### src/sv/hms_pkg.sv
// ----------------------------------------------------------------------------
// hms_pkg
// Shared types, constants and digit helpers for the time-of-day clock.
// ----------------------------------------------------------------------------
package hms_pkg;

    localparam int PERIOD_W   = 10;
    localparam int CFG_IDX_W  = 3;
    localparam int HOUR_W     = 5;
    localparam int MIN_W      = 6;
    localparam int SEC_W      = 6;
    localparam int STROBE_W   = 8;
    localparam int CODE_W     = 4;
    localparam int DIGIT_W    = 3;

    // Snapshot queue between the tick front end and the digit scanner.
    localparam int QUEUE_DEPTH = 2;
    localparam int QPTR_W      = (QUEUE_DEPTH > 1) ? $clog2(QUEUE_DEPTH) : 1;
    localparam int QCNT_W      = $clog2(QUEUE_DEPTH + 1);

    localparam logic [PERIOD_W-1:0] PERIOD_NORMAL_RST  = 10'd1000;
    localparam logic [PERIOD_W-1:0] PERIOD_FAST_RST    = 10'd100;
    localparam logic [PERIOD_W-1:0] PERIOD_FASTER_RST  = 10'd10;
    localparam logic [PERIOD_W-1:0] PERIOD_FASTEST_RST = 10'd1;

    localparam logic [HOUR_W-1:0] HOUR_MAX = 5'd23;
    localparam logic [MIN_W-1:0]  MIN_MAX  = 6'd59;
    localparam logic [SEC_W-1:0]  SEC_MAX  = 6'd59;

    localparam logic [CODE_W-1:0] CODE_BLANK = 4'hE;

    // Configuration register indexes.
    localparam logic [CFG_IDX_W-1:0] REG_PERIOD_NORMAL  = 3'd0;
    localparam logic [CFG_IDX_W-1:0] REG_PERIOD_FAST    = 3'd1;
    localparam logic [CFG_IDX_W-1:0] REG_PERIOD_FASTER  = 3'd2;
    localparam logic [CFG_IDX_W-1:0] REG_PERIOD_FASTEST = 3'd3;

    // Position of each word within one scan.
    localparam logic [DIGIT_W-1:0] DIG_HOUR_TENS = 3'd0;
    localparam logic [DIGIT_W-1:0] DIG_HOUR_UNIT = 3'd1;
    localparam logic [DIGIT_W-1:0] DIG_MIN_TENS  = 3'd2;
    localparam logic [DIGIT_W-1:0] DIG_MIN_UNIT  = 3'd3;
    localparam logic [DIGIT_W-1:0] DIG_SEC_TENS  = 3'd4;
    localparam logic [DIGIT_W-1:0] DIG_SEC_UNIT  = 3'd5;
    localparam logic [DIGIT_W-1:0] DIG_BLANK     = 3'd6;
    localparam logic [DIGIT_W-1:0] DIG_LAST      = 3'd7;

    typedef struct packed {
        logic [HOUR_W-1:0] hour;
        logic [MIN_W-1:0]  minute;
        logic [SEC_W-1:0]  second;
    } hms_time_t;

    typedef struct packed {
        logic [STROBE_W-1:0] strobe;
        logic [CODE_W-1:0]   code;
    } hms_digit_t;

    // Tens digit of a value below 64 by a compare chain.
    function automatic logic [CODE_W-1:0] tens_of(input logic [5:0] v);
        logic [CODE_W-1:0] t;
        if (v >= 6'd60)      t = 4'd6;
        else if (v >= 6'd50) t = 4'd5;
        else if (v >= 6'd40) t = 4'd4;
        else if (v >= 6'd30) t = 4'd3;
        else if (v >= 6'd20) t = 4'd2;
        else if (v >= 6'd10) t = 4'd1;
        else                 t = 4'd0;
        return t;
    endfunction

    function automatic logic [CODE_W-1:0] units_of(input logic [5:0] v);
        logic [5:0] tens_x10;
        logic [5:0] rem;
        tens_x10 = {2'b00, tens_of(v)} * 6'd10;
        rem = v - tens_x10;
        return rem[CODE_W-1:0];
    endfunction

    function automatic hms_digit_t digit_of(input hms_time_t t,
                                            input logic [DIGIT_W-1:0] idx);
        hms_digit_t d;
        logic [5:0] hour6;
        hour6 = {1'b0, t.hour};
        unique case (idx)
            DIG_HOUR_TENS: d = '{strobe: 8'h02, code: tens_of(hour6)};
            DIG_HOUR_UNIT: d = '{strobe: 8'h04, code: units_of(hour6)};
            DIG_MIN_TENS:  d = '{strobe: 8'h08, code: tens_of(t.minute)};
            DIG_MIN_UNIT:  d = '{strobe: 8'h10, code: units_of(t.minute)};
            DIG_SEC_TENS:  d = '{strobe: 8'h20, code: tens_of(t.second)};
            DIG_SEC_UNIT:  d = '{strobe: 8'h40, code: units_of(t.second)};
            DIG_BLANK:     d = '{strobe: 8'h01, code: CODE_BLANK};
            DIG_LAST:      d = '{strobe: 8'h80, code: CODE_BLANK | {3'b000, t.second[0]}};
            default:       d = '{strobe: 8'h00, code: 4'h0};
        endcase
        return d;
    endfunction

endpackage

### src/sv/hms_front.sv
// ----------------------------------------------------------------------------
// hms_front
// Takes tick words, runs the prescaler and the time counters, and posts a
// time snapshot to the scan queue on every tick that steps the clock.
// ----------------------------------------------------------------------------
module hms_front
(
    input  logic                                clk,
    input  logic                                rst_n,
    input  logic                                tick_accept,
    input  logic                                button_one,
    input  logic                                button_two,
    input  logic                                button_three,
    input  logic                                cfg_write,
    input  logic [hms_pkg::CFG_IDX_W-1:0]       cfg_index,
    input  logic [hms_pkg::PERIOD_W-1:0]        cfg_data,
    output logic                                snap_push,
    output hms_pkg::hms_time_t                  snap
);

    logic [hms_pkg::PERIOD_W-1:0] period_normal_reg;
    logic [hms_pkg::PERIOD_W-1:0] period_fast_reg;
    logic [hms_pkg::PERIOD_W-1:0] period_faster_reg;
    logic [hms_pkg::PERIOD_W-1:0] period_fastest_reg;
    logic [hms_pkg::PERIOD_W-1:0] tick_count_reg;
    logic [hms_pkg::PERIOD_W-1:0] tick_count_next;
    hms_pkg::hms_time_t           time_reg;
    hms_pkg::hms_time_t           time_next;
    hms_pkg::hms_time_t           stepped;
    logic [hms_pkg::PERIOD_W-1:0] period;
    logic [hms_pkg::PERIOD_W-1:0] tick_inc;
    logic                         any_button;
    logic                         step;
    logic                         min_carry;

    always_comb
    begin
        if (button_three)
            period = period_fastest_reg;
        else if (button_two)
            period = period_faster_reg;
        else if (button_one)
            period = period_fast_reg;
        else
            period = period_normal_reg;
    end

    assign any_button = button_one | button_two | button_three;
    assign tick_inc   = tick_count_reg + 10'd1;
    assign step       = tick_inc >= period;

    // A held button moves minutes directly; otherwise seconds carry upward.
    always_comb
    begin
        stepped   = time_reg;
        min_carry = 1'b0;
        if (any_button)
        begin
            min_carry = 1'b1;
        end
        else if (time_reg.second < hms_pkg::SEC_MAX)
        begin
            stepped.second = time_reg.second + 6'd1;
        end
        else
        begin
            stepped.second = '0;
            min_carry      = 1'b1;
        end
        if (min_carry)
        begin
            if (time_reg.minute < hms_pkg::MIN_MAX)
            begin
                stepped.minute = time_reg.minute + 6'd1;
            end
            else
            begin
                stepped.minute = '0;
                if (time_reg.hour < hms_pkg::HOUR_MAX)
                    stepped.hour = time_reg.hour + 5'd1;
                else
                    stepped.hour = '0;
            end
        end
    end

    always_comb
    begin
        tick_count_next = tick_count_reg;
        time_next       = time_reg;
        if (tick_accept)
        begin
            if (step)
            begin
                tick_count_next = '0;
                time_next       = stepped;
            end
            else
            begin
                tick_count_next = tick_inc;
            end
        end
    end

    always_ff @(posedge clk or negedge rst_n)
    begin
        if (!rst_n)
        begin
            tick_count_reg <= '0;
            time_reg       <= '0;
        end
        else
        begin
            tick_count_reg <= tick_count_next;
            time_reg       <= time_next;
        end
    end

    always_ff @(posedge clk or negedge rst_n)
    begin
        if (!rst_n)
        begin
            period_normal_reg  <= hms_pkg::PERIOD_NORMAL_RST;
            period_fast_reg    <= hms_pkg::PERIOD_FAST_RST;
            period_faster_reg  <= hms_pkg::PERIOD_FASTER_RST;
            period_fastest_reg <= hms_pkg::PERIOD_FASTEST_RST;
        end
        else if (cfg_write)
        begin
            unique case (cfg_index)
                hms_pkg::REG_PERIOD_NORMAL:  period_normal_reg  <= cfg_data;
                hms_pkg::REG_PERIOD_FAST:    period_fast_reg    <= cfg_data;
                hms_pkg::REG_PERIOD_FASTER:  period_faster_reg  <= cfg_data;
                hms_pkg::REG_PERIOD_FASTEST: period_fastest_reg <= cfg_data;
                default:                     ;
            endcase
        end
    end

    assign snap_push = tick_accept & step;
    assign snap      = stepped;

    // The prescaler is cleared whenever a step is posted.
    a_step_clears: assert property (@(posedge clk) disable iff (!rst_n)
        snap_push |=> tick_count_reg == '0)
        else $error("prescaler not cleared after a step");

endmodule

### src/sv/hms_queue.sv
// ----------------------------------------------------------------------------
// hms_queue
// Short queue of time snapshots between the front end and the scanner.
// ----------------------------------------------------------------------------
module hms_queue
(
    input  logic               clk,
    input  logic               rst_n,
    input  logic               push,
    input  hms_pkg::hms_time_t push_data,
    input  logic               pop,
    output logic               full,
    output logic               head_valid,
    output hms_pkg::hms_time_t head
);

    hms_pkg::hms_time_t              entry_reg [hms_pkg::QUEUE_DEPTH];
    logic [hms_pkg::QPTR_W-1:0]      wr_ptr_reg;
    logic [hms_pkg::QPTR_W-1:0]      wr_ptr_next;
    logic [hms_pkg::QPTR_W-1:0]      rd_ptr_reg;
    logic [hms_pkg::QPTR_W-1:0]      rd_ptr_next;
    logic [hms_pkg::QCNT_W-1:0]      count_reg;
    logic [hms_pkg::QCNT_W-1:0]      count_next;
    logic                            do_push;
    logic                            do_pop;

    localparam logic [hms_pkg::QPTR_W-1:0] PTR_LAST = hms_pkg::QPTR_W'(hms_pkg::QUEUE_DEPTH - 1);
    localparam logic [hms_pkg::QCNT_W-1:0] CNT_FULL = hms_pkg::QCNT_W'(hms_pkg::QUEUE_DEPTH);

    assign full       = count_reg == CNT_FULL;
    assign head_valid = count_reg != '0;
    assign head       = entry_reg[rd_ptr_reg];
    assign do_push    = push & ~full;
    assign do_pop     = pop & head_valid;

    always_comb
    begin
        wr_ptr_next = wr_ptr_reg;
        rd_ptr_next = rd_ptr_reg;
        count_next  = count_reg;
        if (do_push)
            wr_ptr_next = (wr_ptr_reg == PTR_LAST) ? '0 : wr_ptr_reg + 1'b1;
        if (do_pop)
            rd_ptr_next = (rd_ptr_reg == PTR_LAST) ? '0 : rd_ptr_reg + 1'b1;
        if (do_push && !do_pop)
            count_next = count_reg + 1'b1;
        else if (do_pop && !do_push)
            count_next = count_reg - 1'b1;
    end

    always_ff @(posedge clk or negedge rst_n)
    begin
        if (!rst_n)
        begin
            wr_ptr_reg <= '0;
            rd_ptr_reg <= '0;
            count_reg  <= '0;
        end
        else
        begin
            wr_ptr_reg <= wr_ptr_next;
            rd_ptr_reg <= rd_ptr_next;
            count_reg  <= count_next;
        end
    end

    always_ff @(posedge clk)
    begin
        if (do_push)
            entry_reg[wr_ptr_reg] <= push_data;
    end

    a_count_bound: assert property (@(posedge clk) disable iff (!rst_n)
        count_reg <= CNT_FULL)
        else $error("snapshot queue count overflow");

    a_no_lost_push: assert property (@(posedge clk) disable iff (!rst_n)
        push |-> !full)
        else $error("snapshot pushed into a full queue");

endmodule

### src/sv/hms_scan.sv
// ----------------------------------------------------------------------------
// hms_scan
// Walks the eight display digits of the snapshot at the queue head and
// holds each digit word in an output register until it is taken.
// ----------------------------------------------------------------------------
module hms_scan
(
    input  logic                           clk,
    input  logic                           rst_n,
    input  logic                           head_valid,
    input  hms_pkg::hms_time_t             head,
    output logic                           head_pop,
    input  logic                           pop,
    output logic                           empty,
    output logic [hms_pkg::STROBE_W-1:0]   digit_strobe,
    output logic [hms_pkg::CODE_W-1:0]     digit_code,
    output logic                           last_digit
);

    logic [hms_pkg::DIGIT_W-1:0]  idx_reg;
    logic [hms_pkg::DIGIT_W-1:0]  idx_next;
    logic                         out_valid_reg;
    logic                         out_valid_next;
    hms_pkg::hms_digit_t          out_reg;
    hms_pkg::hms_digit_t          out_next;
    logic                         last_reg;
    logic                         last_next;
    logic                         load;

    // The output register refills in the same cycle its word is taken.
    assign load     = head_valid & (~out_valid_reg | pop);
    assign head_pop = load & (idx_reg == hms_pkg::DIG_LAST);

    always_comb
    begin
        idx_next       = idx_reg;
        out_valid_next = out_valid_reg;
        out_next       = out_reg;
        last_next      = last_reg;
        if (load)
        begin
            idx_next       = idx_reg + 3'd1;
            out_valid_next = 1'b1;
            out_next       = hms_pkg::digit_of(head, idx_reg);
            last_next      = idx_reg == hms_pkg::DIG_LAST;
        end
        else if (pop)
        begin
            out_valid_next = 1'b0;
        end
    end

    always_ff @(posedge clk or negedge rst_n)
    begin
        if (!rst_n)
        begin
            idx_reg       <= '0;
            out_valid_reg <= 1'b0;
        end
        else
        begin
            idx_reg       <= idx_next;
            out_valid_reg <= out_valid_next;
        end
    end

    always_ff @(posedge clk)
    begin
        out_reg  <= out_next;
        last_reg <= last_next;
    end

    assign empty        = ~out_valid_reg;
    assign digit_strobe = out_reg.strobe;
    assign digit_code   = out_reg.code;
    assign last_digit   = last_reg;

    a_strobe_onehot: assert property (@(posedge clk) disable iff (!rst_n)
        out_valid_reg |-> $onehot(out_reg.strobe))
        else $error("digit strobe is not one-hot");

    a_last_strobe: assert property (@(posedge clk) disable iff (!rst_n)
        (out_valid_reg && last_reg) |-> out_reg.strobe == 8'h80)
        else $error("last digit word carries the wrong strobe");

endmodule

### src/sv/hms_clock_with_digit_scan_core.sv
// ----------------------------------------------------------------------------
// hms_clock_with_digit_scan_core
// 24-hour time-of-day clock driven by millisecond ticks, with an
// eight-digit display scan emitted on every time step.
//
//   channel   direction  handshake            word
//   -------   ---------  -------------------  ------------------------------
//   tick      in         push / full          button_one/two/three
//   digit     out        empty / pop          digit_strobe, digit_code, last
//   cfg       in         cfg_valid/cfg_ready  cfg_index, cfg_data (periods)
//
// A tick is taken whenever the two-entry snapshot queue has room, also
// a tick that does not step the clock and so yields no digit word.
// A stepping tick yields eight digit words, delivered one per cycle by the
// scanner while the consumer keeps popping.
// Reset clears the prescaler, the time and the queue, and loads the
// period registers with their defaults; no clearing pass is needed.
// A stalled digit consumer fills the queue and then raises full.
// ----------------------------------------------------------------------------
module hms_clock_with_digit_scan_core
(
    input  logic                               clk,
    input  logic                               rst_n,
    input  logic                               push,
    output logic                               full,
    input  logic                               button_one,
    input  logic                               button_two,
    input  logic                               button_three,
    output logic                               empty,
    input  logic                               pop,
    output logic [hms_pkg::STROBE_W-1:0]       digit_strobe,
    output logic [hms_pkg::CODE_W-1:0]         digit_code,
    output logic                               last_digit,
    input  logic                               cfg_valid,
    output logic                               cfg_ready,
    input  logic [hms_pkg::CFG_IDX_W-1:0]      cfg_index,
    input  logic [hms_pkg::PERIOD_W-1:0]       cfg_data
);

    logic               queue_full;
    logic               tick_accept;
    logic               snap_push;
    hms_pkg::hms_time_t snap;
    logic               head_valid;
    hms_pkg::hms_time_t head;
    logic               head_pop;

    assign full        = queue_full;
    assign tick_accept = push & ~queue_full;
    assign cfg_ready   = 1'b1;

    hms_front u_front
    (
        .clk          (clk),
        .rst_n        (rst_n),
        .tick_accept  (tick_accept),
        .button_one   (button_one),
        .button_two   (button_two),
        .button_three (button_three),
        .cfg_write    (cfg_valid),
        .cfg_index    (cfg_index),
        .cfg_data     (cfg_data),
        .snap_push    (snap_push),
        .snap         (snap)
    );

    hms_queue u_queue
    (
        .clk        (clk),
        .rst_n      (rst_n),
        .push       (snap_push),
        .push_data  (snap),
        .pop        (head_pop),
        .full       (queue_full),
        .head_valid (head_valid),
        .head       (head)
    );

    hms_scan u_scan
    (
        .clk          (clk),
        .rst_n        (rst_n),
        .head_valid   (head_valid),
        .head         (head),
        .head_pop     (head_pop),
        .pop          (pop),
        .empty        (empty),
        .digit_strobe (digit_strobe),
        .digit_code   (digit_code),
        .last_digit   (last_digit)
    );

endmodule

### config.mk
export PLATFORM = sky130hd
export DESIGN_NAME = hms_clock_with_digit_scan_core
export DESIGN_NICKNAME = d
export VERILOG_FILES = /design/src/sv/hms_pkg.sv /design/src/sv/hms_front.sv /design/src/sv/hms_queue.sv /design/src/sv/hms_scan.sv /design/src/sv/hms_clock_with_digit_scan_core.sv
export SDC_FILE = /design/constraint.sdc
export NUM_CORES = 1
export LEC_CHECK = 0
export BUFFER_PORTS_ARGS = -buffer_cell sky130_fd_sc_hd__buf_2
export CAP_MARGIN = 20
export CORE_MARGIN = 1
export CORE_UTILIZATION = 50
export CTS_CLUSTER_SIZE = 12
export DETAILED_ROUTE_END_ITERATION = 16
export PLACE_DENSITY = 0.72
export SLEW_MARGIN = 5
export SYNTH_ARGS = -nofsm -noshare
export SYNTH_HDL_FRONTEND = slang
export SYNTH_SLANG_ARGS = --single-unit
### constraint.sdc
create_clock -name clk -period 10.3 [get_ports clk]
set_clock_uncertainty 0.1 [all_clocks]
set_input_delay 0.515 -clock clk [delete_from_list [all_inputs] [get_ports clk]]
set_output_delay 0.515 -clock clk [all_outputs]
set_load 0.03 [all_outputs]
==> impl_results.md, run 1 <==
* Worst path max stage delay at about 0.74 ns
* Worst Path Buf+Inv at 0
* DIE AREA at 13500 µm²
* Clock Tree Buf Depth at 2
* GP Congestion at ~0.85
* GRT Resource Usage Total at 0.206
* Area delta synth->final at 14.3%
* # port buffers at 35
* Clock share of power at 0.293
* Num Clock Sinks at approximately 120
* Setup violators final at 0
* Seq/Total Area, Yosys at 0.507
* Post-DP HPWL at 8540 µm
* Crit-path max FO at 21
* LEAKAGE at 0.00310 µW
* Cell mode on critical path: ha_1
* Iteration-0 DRC Markers at 283
* Top-area cell type share of the netlist area at 0.242
* Rel. slew slack at 0.336
* Initial antenna violation count at 0
* Critical Path, Cell by Cell: ha_1 > and3_1 > nand3_1 > xnor2_1 > ha_1 > o211ai_1 > or2_0 > o22ai_2 > and2_1
* Core area at 12700 µm²
* Syn. warnings at 0
* DR WL/cell at between 15 and 20 µm
* Required @ worst endpoint at ~10 ns
* CTS tree: yes
* Fmax at 261 MHz
* Starting Density at 0.514
* Final Hold Vio Count at 0
* Dpl cell area at 6870 µm²
* Number of H-tree levels at 4
* Post-CTS setup buffers at 0
* WP data arrival at 3.78 ns
* Critical path's top delay family: simple AND/OR/NAND/NOR gates
* Setup_tns at 0 ns
* Top-count cell post-synth: dfrtp_1
* Least-Margin Pin Slew at 0.996 ns
* Vias in the first global route at 4426
* Gr ovfl total at 0
* Crit path launch type: flop
* VDD IR max at 0.152 mV
* Total CTS buffers at 17
* Die Y at 116 µm
* Total number of vias at 4535
* Layout cell share with drive strength beyond 1 at 0.240
* CP max-delay cell: o22ai_2
* CP Class: flop to flop
* Gate power share at 0.339
* CP Capture Type: flop
* Final hold slack at about 0.19 ns
* Post-DRT Antenna Nets at 0
* Synth cell types at 66
* Hold_buf cts at 0
* Dominant cell type by area after synthesis: dfrtp_1
* Syn Std Cell Area at between 6000 and 7000 µm²
* Post-Route WL at 12500 µm
* MaxCap Viol Count at 0
* Period utilisation layout at 0.372
* Top post-synthesis cells by area: dfrtp_1 (24%), edfxtp_1 (22%), mux2_2 (9.7%), dfstp_2 (4.8%), ha_1 (4.2%)
* Number of synthesized register bits at 122
* Gate count of the mapped netlist at 581
* DRC viols at 0
* Switching Share at 0.343
* FP Rows at 41
* Clk_lat worst skew at about 0.42 ns
* First-pass GRT wire length at 21200 µm
* Final net count at 666
* Part of the power in registers at 0.368
* PD cells at 260 nW/µm²
* Antenna diode count at 0
* RSZ-0062 raised after global routing: no
* Post-route cell area at 7450 µm²
* Post-synth top cells: dfrtp_1 (63), mux2_2 (56), nand2_1 (48), edfxtp_1 (47), nor2_1 (42)
* Post-CTS sizing at 0
* Pint at 1270 µW
* Chip width at roughly 120 µm
* Router iterations before antenna repair at 5
* Post-synth ARST share at 0.615
* Via/cell ratio at 5.63
* Syn_nets at 627
* Min cycle time layout at 3.84 ns
* Syn Area/Cell at 11.2 µm²
* Num ports at 37
* CTS clk-pin slew, worst paths at 0.05 ns
* Ys flop type: dfrtp_1
* Status: complete, no violations
* Clock root cell: clkbuf_16
* Largest net degree at the start of global routing at 76
* Number of flip-flops in the largest register at 34
* Number of synthesized flops with an enable pin at 47
* Hold Path Class: primary input to async pin
* Slew Limit Fails at 0
* Switching power total at 665 µW
-- path summary, 6_finish.rpt --
check | start | to | slack, ns | cells past startpoint
worst max-delay path | u_front.tick_count_reg[0]$_DFFE_PN0P_ | u_queue.entry_reg[1][8]$_DFFE_PP_ | 6.46 | 9
min in group clk | pop | u_scan.out_valid_reg$_DFFE_PN0P_ | 0.19 | 2
max in group asynchronous | rst_n | u_front.period_fast_reg[7]$_DFFE_PN0P_ | 9.26 | 2
worst min-delay path | rst_n | u_scan.out_valid_reg$_DFFE_PN0P_ | 0.19 | 2
worst max register to register | u_front.tick_count_reg[0]$_DFFE_PN0P_ | u_queue.entry_reg[1][8]$_DFFE_PP_ | 6.46 | 9
worst min register to register | u_queue.wr_ptr_reg$_DFFE_PN0P_ | u_queue.wr_ptr_reg$_DFFE_PN0P_ | 0.40 | 1
-- routing by layer --
layer  up-vias  routed length [µm]  GRT usage
met4         0                 272     0.0863
met2       103                6210      0.346
met3        24                 443     0.0566
met1      2193                5610      0.251
li1       2215                   -          -
met5         -                   0          0
-- power by group through the flow --
stage                     logic [µW]  clock network, µW  registers (µW)
after floorplan                  473                  0             751
after global routing             734                599             729
after global placement           637                  0             715
after CTS                        659                574             712
after detailed placement         653                  0             720
final                            656                567             713
-- kinds of logic after synthesis --
logic type,synth area share
AO/OA/AOI/OAI,0.117
XOR/XNOR,0.0242
adder cells (fa/ha/maj),0.0561
buffers and inverters,0.0271
flip-flops,0.507
multiplexers,0.149
other,0.000575
AND/OR/NAND/NOR,0.119
-- through the flow --
stage	power [µW]	setup WS, ns	std cells	util
finish	1940	6.46	805	0.588
detailed placement	1370	6.30	772	0.542
global placement	1350	6.42	771	0.542
global route	2060	6.18	805	0.588
floorplan	1220	6.62	581	-
CTS	1950	6.46	804	0.587
-- cells in the final DEF (no fill, tap or decap), types with 8 or more instances in the layout --
master     count
dfrtp_1       63
mux2_2        56
nand2_1       48
edfxtp_1      47
nor2_1        42
a21oi_1       40
o21ai_0       37
buf_2         35
mux2i_1       23
ha_1          22
clkbuf_16     18
inv_1         15
nand3_1       14
xnor2_1       12
dfstp_2       12
nor2b_1        9
nand2b_1       8
-- cell type report --
class                           count  area [µm²]
Tap cell                          172         215
Multi-Input combinational cell    420        3060
Clock buffer                       25         507
Clock inverter                      7        62.6
Timing Repair Buffer               43         235
Sequential cell                   122        3300
Inverter                           16        62.6
Fill cell                        1048        5220
(Power assumes the default switching activity.)
==> run 2, diff against run 1 <==
--- a/config.mk
+++ b/config.mk
@@ -11,7 +11,7 @@
 export CORE_UTILIZATION = 50
 export CTS_CLUSTER_SIZE = 12
 export DETAILED_ROUTE_END_ITERATION = 16
-export PLACE_DENSITY = 0.72
+export PLACE_DENSITY = 0.75
 export SLEW_MARGIN = 5
 export SYNTH_ARGS = -nofsm -noshare
 export SYNTH_HDL_FRONTEND = slang
==> constraint.sdc (replaced) <==
create_clock -name clk -period 3.1 [get_ports clk]
set_clock_uncertainty 0.1 [all_clocks]
set_input_delay 0.155 -clock clk [delete_from_list [all_inputs] [get_ports clk]]
set_output_delay 0.155 -clock clk [all_outputs]
set_load 0.03 [all_outputs]
==> impl_results.md, run 2 (synthesized netlist as in run 1, its figures left out) <==
* GRT Resource Usage Total at 0.213
* Hold Path Class: primary input to flop
* RSZ-0062 raised after global routing: no
* WP data arrival at 3.22 ns
* Final net count at ~690
* Antenna diode count at 0
* LEAKAGE at 0.00323 µW
* Slew Limit Fails at 0
* Min cycle time layout at 2.98 ns
* Least-Margin Pin Slew at 0.965 ns
* Multi-input logic area at 3090 µm²
* Iteration-0 DRC Markers at 377
* Via/cell ratio at 5.76
* Period utilisation layout at 0.960
* R2R setup slack at 0.12 ns
* Num ports at 37
* Num Clock Sinks at 122
* Largest net degree at the start of global routing at 76
* Post-route cell area at between 7000 and 8000 µm²
* Clk_lat worst skew at 0.42 ns
* Final Hold Vio Count at 0
* GP Congestion at 0.891
* Commonest non-fill, non-tap cell in the layout: dfrtp_1
* CTS tree: yes
* Die Y at 116 µm
* Fmax at roughly 340 MHz
* Hold Startpoint: push
* Status: complete, no violations
* PD cells at around 860 nW/µm²
* Area delta synth->final at 18.8%
* Crit path launch type: flop
* Critical Path, Cell by Cell: and3_1 > and3_1 > nand3_1 > xnor2_2 > ha_1 > nor2_1 > o221ai_1 > a21oi_2 > o22ai_4 > ha_1 > xor2_1 > nor2_1 > xor2_1
* DP Worst Slack at approximately 0.082 ns
* Clock root cell: clkbuf_16
* Gr ovfl total at 0
* CP Class: flop to flop
* DR WL/cell at 15.7 µm
* VDD IR max at 0.481 mV
* Required @ worst endpoint at 3.35 ns
* Worst Reg2Reg Path Length in Cells at 13
* Dpl cell area at 6970 µm²
* Post-DRT Antenna Nets at 0
* First-pass GRT wire length at around 22000 µm
* Critical path's top delay family: simple AND/OR/NAND/NOR gates
* Layout cell share with drive strength beyond 1 at 0.254
* CP max-delay cell: dfrtp_1
* Worst min-delay path endpoint: u_front.tick_count_reg[3]$_DFFE_PN0P_
* FP Rows at 41
* Crit-path max FO at 5
* Router iterations before antenna repair at 7
* # port buffers at 35
* DRC viols at 0
* Starting Density at 0.514
* MaxCap Viol Count at 0
* Rel. slew slack at 0.356
* DIE AREA at 13500 µm²
* Total CTS buffers at 17
* Fin util at 0.611
* CTS clk-pin slew, worst paths at 0.06 ns
* Setup_tns at 0 ns
* Total number of vias at 4748
* Core area at approximately 13000 µm²
* Post-DP HPWL at 8880 µm
* Worst Path Buf+Inv at 0
* Most frequent cells in the layout: dfrtp_1 (62), mux2_2 (56), nand2_1 (48), edfxtp_1 (47), nor2_1 (42)
* Worst path max stage delay at between 0.4 and 0.5 ns
* CP Capture Type: flop
* Chip width at 116 µm
* Clock Tree Buf Depth at 2
* Number of flip-flops in the largest register at 34
* Hold path cells at 4
* Final setup margin at 0.124 ns
* Initial antenna violation count at 0
* Register area at 3300 µm²
* FILL cells at 967
* Setup violators final at 0
* Post-Route WL at ~13000 µm
* Worst r2r src: u_front.tick_count_reg[3]$_DFFE_PN0P_
* Final hold slack at roughly 0.17 ns
* Number of H-tree levels at 4
* Vias in the first global route at 4580
* Worst R2R End: u_queue.count_reg[1]$_DFFE_PN0P_
## run 2: cell types whose count changed in the layout (fill, tap and decap cells not counted), sizes merged
cell / delta
dlygate4sd3: +12
clkinvlp: +1
inv: +1
clkbuf: -3
buf: +9
clkinv: -1
bufinv: +1
## run 2: how the worst max path moves through the flow
stage / from / endpoint / slack, ns / cells past startpoint
2_1_floorplan: u_front.tick_count_reg[2]$_DFFE_PN0P_ / u_queue.entry_reg[0][0]$_DFFE_PP_ / 0.01 / 11
3_3_place_gp: u_front.tick_count_reg[2]$_DFFE_PN0P_ / u_front.time_reg[10]$_DFFE_PN0N_ / 0.22 / 10
3_5_place_dp: u_front.tick_count_reg[0]$_DFFE_PN0P_ / u_front.tick_count_reg[0]$_DFFE_PN0P_ / 0.08 / 10
4_1_cts: u_front.tick_count_reg[2]$_DFFE_PN0P_ / u_queue.count_reg[1]$_DFFE_PN0P_ / 0.03 / 13
5_1_grt: u_front.tick_count_reg[0]$_DFFE_PN0P_ / u_front.tick_count_reg[0]$_DFFE_PN0P_ / 0.008 / 10
6_report: u_front.tick_count_reg[3]$_DFFE_PN0P_ / u_queue.count_reg[1]$_DFFE_PN0P_ / 0.12 / 13
## run 2: layer usage
metal | vias up | GRT usage | wire length [µm]
met5 | - | 0 | 0
met3 | 25 | 0.0571 | 602
met2 | 169 | 0.356 | 6550
met1 | 2300 | 0.260 | 5580
met4 | 0 | 0.0957 | 231
li1 | 2254 | - | -
## run 2: final cells by class
cell class,count,area share
sequential,122,0.427
multi-input combinational,420,0.399
clock buffer,23,0.0647
timing repair buffer,63,0.0593
tap,172,0.0278
clock inverter,9,0.0144
inverter,16,0.00808
## run 2: worst register-to-register path: cells and delay by family, from the launching register on
family	cells	cell delay [ns]
and+or+nand+nor	5	0.87
adders and majority gates	2	0.45
xor gates and xnor gates	3	0.47
DFF	1	0.41
AOI/OAI and AO/OA	3	0.60
## run 2: per-stage QoR
stage	instances	total power (µW)
4_1_cts	824	6680
5_1_grt	825	7090
3_5_place_dp	780	4630
3_3_place_gp	780	4520
6_report	825	6660
2_1_floorplan	581	4070
## run 2: what timing repair did
item | 4_1_cts | 5_1_grt
endpoints found under the setup margin | 1 | 49
hold buffers | 12 | 0
setup buffers | 0 | 1
hold endpoints to repair | 104 | 0
resized for setup | 1 | 5
pin swaps | 0 | 1
## run 2: power breakdown
group,switching [µW],internal [µW],total [µW]
clock network,691,1300,1990
registers,239,2130,2370
logic,1340,958,2300
total,2270,4390,6660
==> run 3, diff against run 2 <==
--- a/config.mk
+++ b/config.mk
@@ -5,7 +5,7 @@
 export SDC_FILE = /design/constraint.sdc
 export NUM_CORES = 1
 export LEC_CHECK = 0
-export BUFFER_PORTS_ARGS = -buffer_cell sky130_fd_sc_hd__buf_2
+export BUFFER_PORTS_ARGS = -buffer_cell sky130_fd_sc_hd__clkbuf_2
 export CAP_MARGIN = 20
 export CORE_MARGIN = 1
 export CORE_UTILIZATION = 50
==> impl_results.md, run 3 (synthesized netlist as in run 1, its figures left out) <==
* Status: complete, no violations
* FP Rows at 41
* Final net count at 686
* Clock Tree Buf Depth at 2
* Via/cell ratio at 5.66
* Setup violators final at 0
* Core area at around 13000 µm²
* Min cycle time layout at 3.00 ns
* Total number of vias at 4666
* WP data arrival at 3.22 ns
* Layout cell share with drive strength beyond 1 at 0.247
* Clk_lat worst skew at 0.42 ns
* Rel. slew slack at 0.368
* Hold Startpoint: push
* GRT Resource Usage Total at 0.206
* Worst r2r src: u_front.tick_count_reg[2]$_DFFE_PN0P_
* Setup_tns at 0 ns
* Critical path origin: u_front.tick_count_reg[2]$_DFFE_PN0P_
* Num Clock Sinks at approximately 120
* DIE AREA at ~13000 µm²
* First-pass GRT wire length at 21100 µm
* Crit-path max FO at 6
* Number of H-tree levels at 4
* VDD IR max at between 0.4 and 0.5 mV
* # port buffers at 35
* FILL cells at slightly above 1000
* CTS clk-pin slew, worst paths at 0.06 ns
* Tot Pwr at around 6500 µW
* Final hold slack at 0.174 ns
* MaxCap Viol Count at 0
* CP Capture Type: flop
* Slew Limit Fails at 0
* Post-DP HPWL at 8900 µm
* LEAKAGE at 0.00321 µW
* Total CTS buffers at 17
* CP Class: flop to flop
* Num ports at 37
* Post-DRT Antenna Nets at 0
* Post-CTS setup buffers at 0
* Post-Route WL at 12600 µm
* Hold Path Class: primary input to flop
* Most frequent cells in the layout: dfrtp_1 (62), mux2_2 (56), nand2_1 (48), edfxtp_1 (47), nor2_1 (42)
* Gr ovfl total at 0
* Die Y at approximately 120 µm
* RSZ-0062 raised after global routing: yes
* Crit path launch type: flop
* Vias in the first global route at 4480
* Number of flip-flops in the largest register at 34
* Router iterations before antenna repair at 4
* GP Congestion at roughly 0.87
* Dpl cell area at 6980 µm²
* Chip width at 116 µm
* CTS tree: yes
* Largest net degree at the start of global routing at 76
* Final Hold Vio Count at 0
* Post-route cell area at between 7000 and 8000 µm²
* Required @ worst endpoint at 3.32 ns
* Iteration-0 DRC Markers at 293
* DRC viols at 0
* DR WL/cell at 15.3 µm
* Clock root cell: clkbuf_16
* Commonest non-fill, non-tap cell in the layout: dfrtp_1
* Fmax at 334 MHz
* Antenna diode count at 0
* Initial antenna violation count at 0
* Starting Density at 0.514
* Area delta synth->final at 17.9%
* Least-Margin Pin Slew at about 0.95 ns
* Period utilisation layout at 0.966
* PD cells at 848 nW/µm²
-- run 3: power by group --
group	total [µW]	switching (µW)	internal, µW
sequential	2370	241	2130
combinational	2280	1320	956
clock	1870	667	1200
-- run 3: timing repair --
item | CTS | global route
hold endpoints to repair | 104 | 0
resized for setup | 0 | 2
endpoints found under the setup margin | 0 | 15
hold buffers | 12 | 0
-- run 3: critical path, stage by stage, from the launching register on --
cell and delay, ns:
dfrtp_2 0.42, and3_1 0.19, and3_1 0.26, xor2_1 0.24, ha_1 0.29, a21oi_1 0.18, o221ai_1 0.15, a21oi_1 0.22
o22ai_2 0.19, ha_1 0.35, nor2_1 0.14, xor2_1 0.19
-- run 3: area by class of cell --
type	count	area [µm²]	share of cell area
Sequential cell	122	3300	0.430
Tap cell	172	215	0.0280
Clock inverter	5	30.0	0.00391
Timing Repair Buffer	63	459	0.0598
Clock buffer	27	547	0.0712
Inverter	16	62.6	0.00814
Multi-Input combinational cell	420	3070	0.399
-- run 3: through the flow --
stage / instances / worst slack, ns / util
6_report: 825 / 0.104 / 0.606
4_1_cts: 825 / 0.0894 / 0.606
3_3_place_gp: 781 / 0.212 / 0.551
2_1_floorplan: 581 / 0.0123 / -
5_1_grt: 825 / -0.0807 / 0.606
3_5_place_dp: 781 / 0.138 / 0.551
-- run 3: worst paths after layout --
| check | end | slack, ns | cells after the start |
|---|---|---|---|
| max | u_queue.count_reg[1]$_DFFE_PN0P_ | 0.10 | 11 |
| min | u_front.tick_count_reg[8]$_DFFE_PN0P_ | 0.17 | 4 |
| max reg2reg | u_queue.count_reg[1]$_DFFE_PN0P_ | 0.10 | 11 |
| min reg2reg | u_front.period_fast_reg[7]$_DFFE_PN0P_ | 0.40 | 1 |
| max in group asynchronous | u_front.tick_count_reg[2]$_DFFE_PN0P_ | 1.89 | 2 |
| min in group asynchronous | u_scan.out_valid_reg$_DFFE_PN0P_ | 0.32 | 2 |
-- run 3: per-layer routing --
metal | up-vias | wire length [µm] | global-route usage
met5 | - | 0 | 0
met4 | 0 | 293 | 0.0863
met2 | 130 | 6230 | 0.341
met3 | 35 | 517 | 0.0654
li1 | 2251 | - | -
met1 | 2250 | 5600 | 0.248
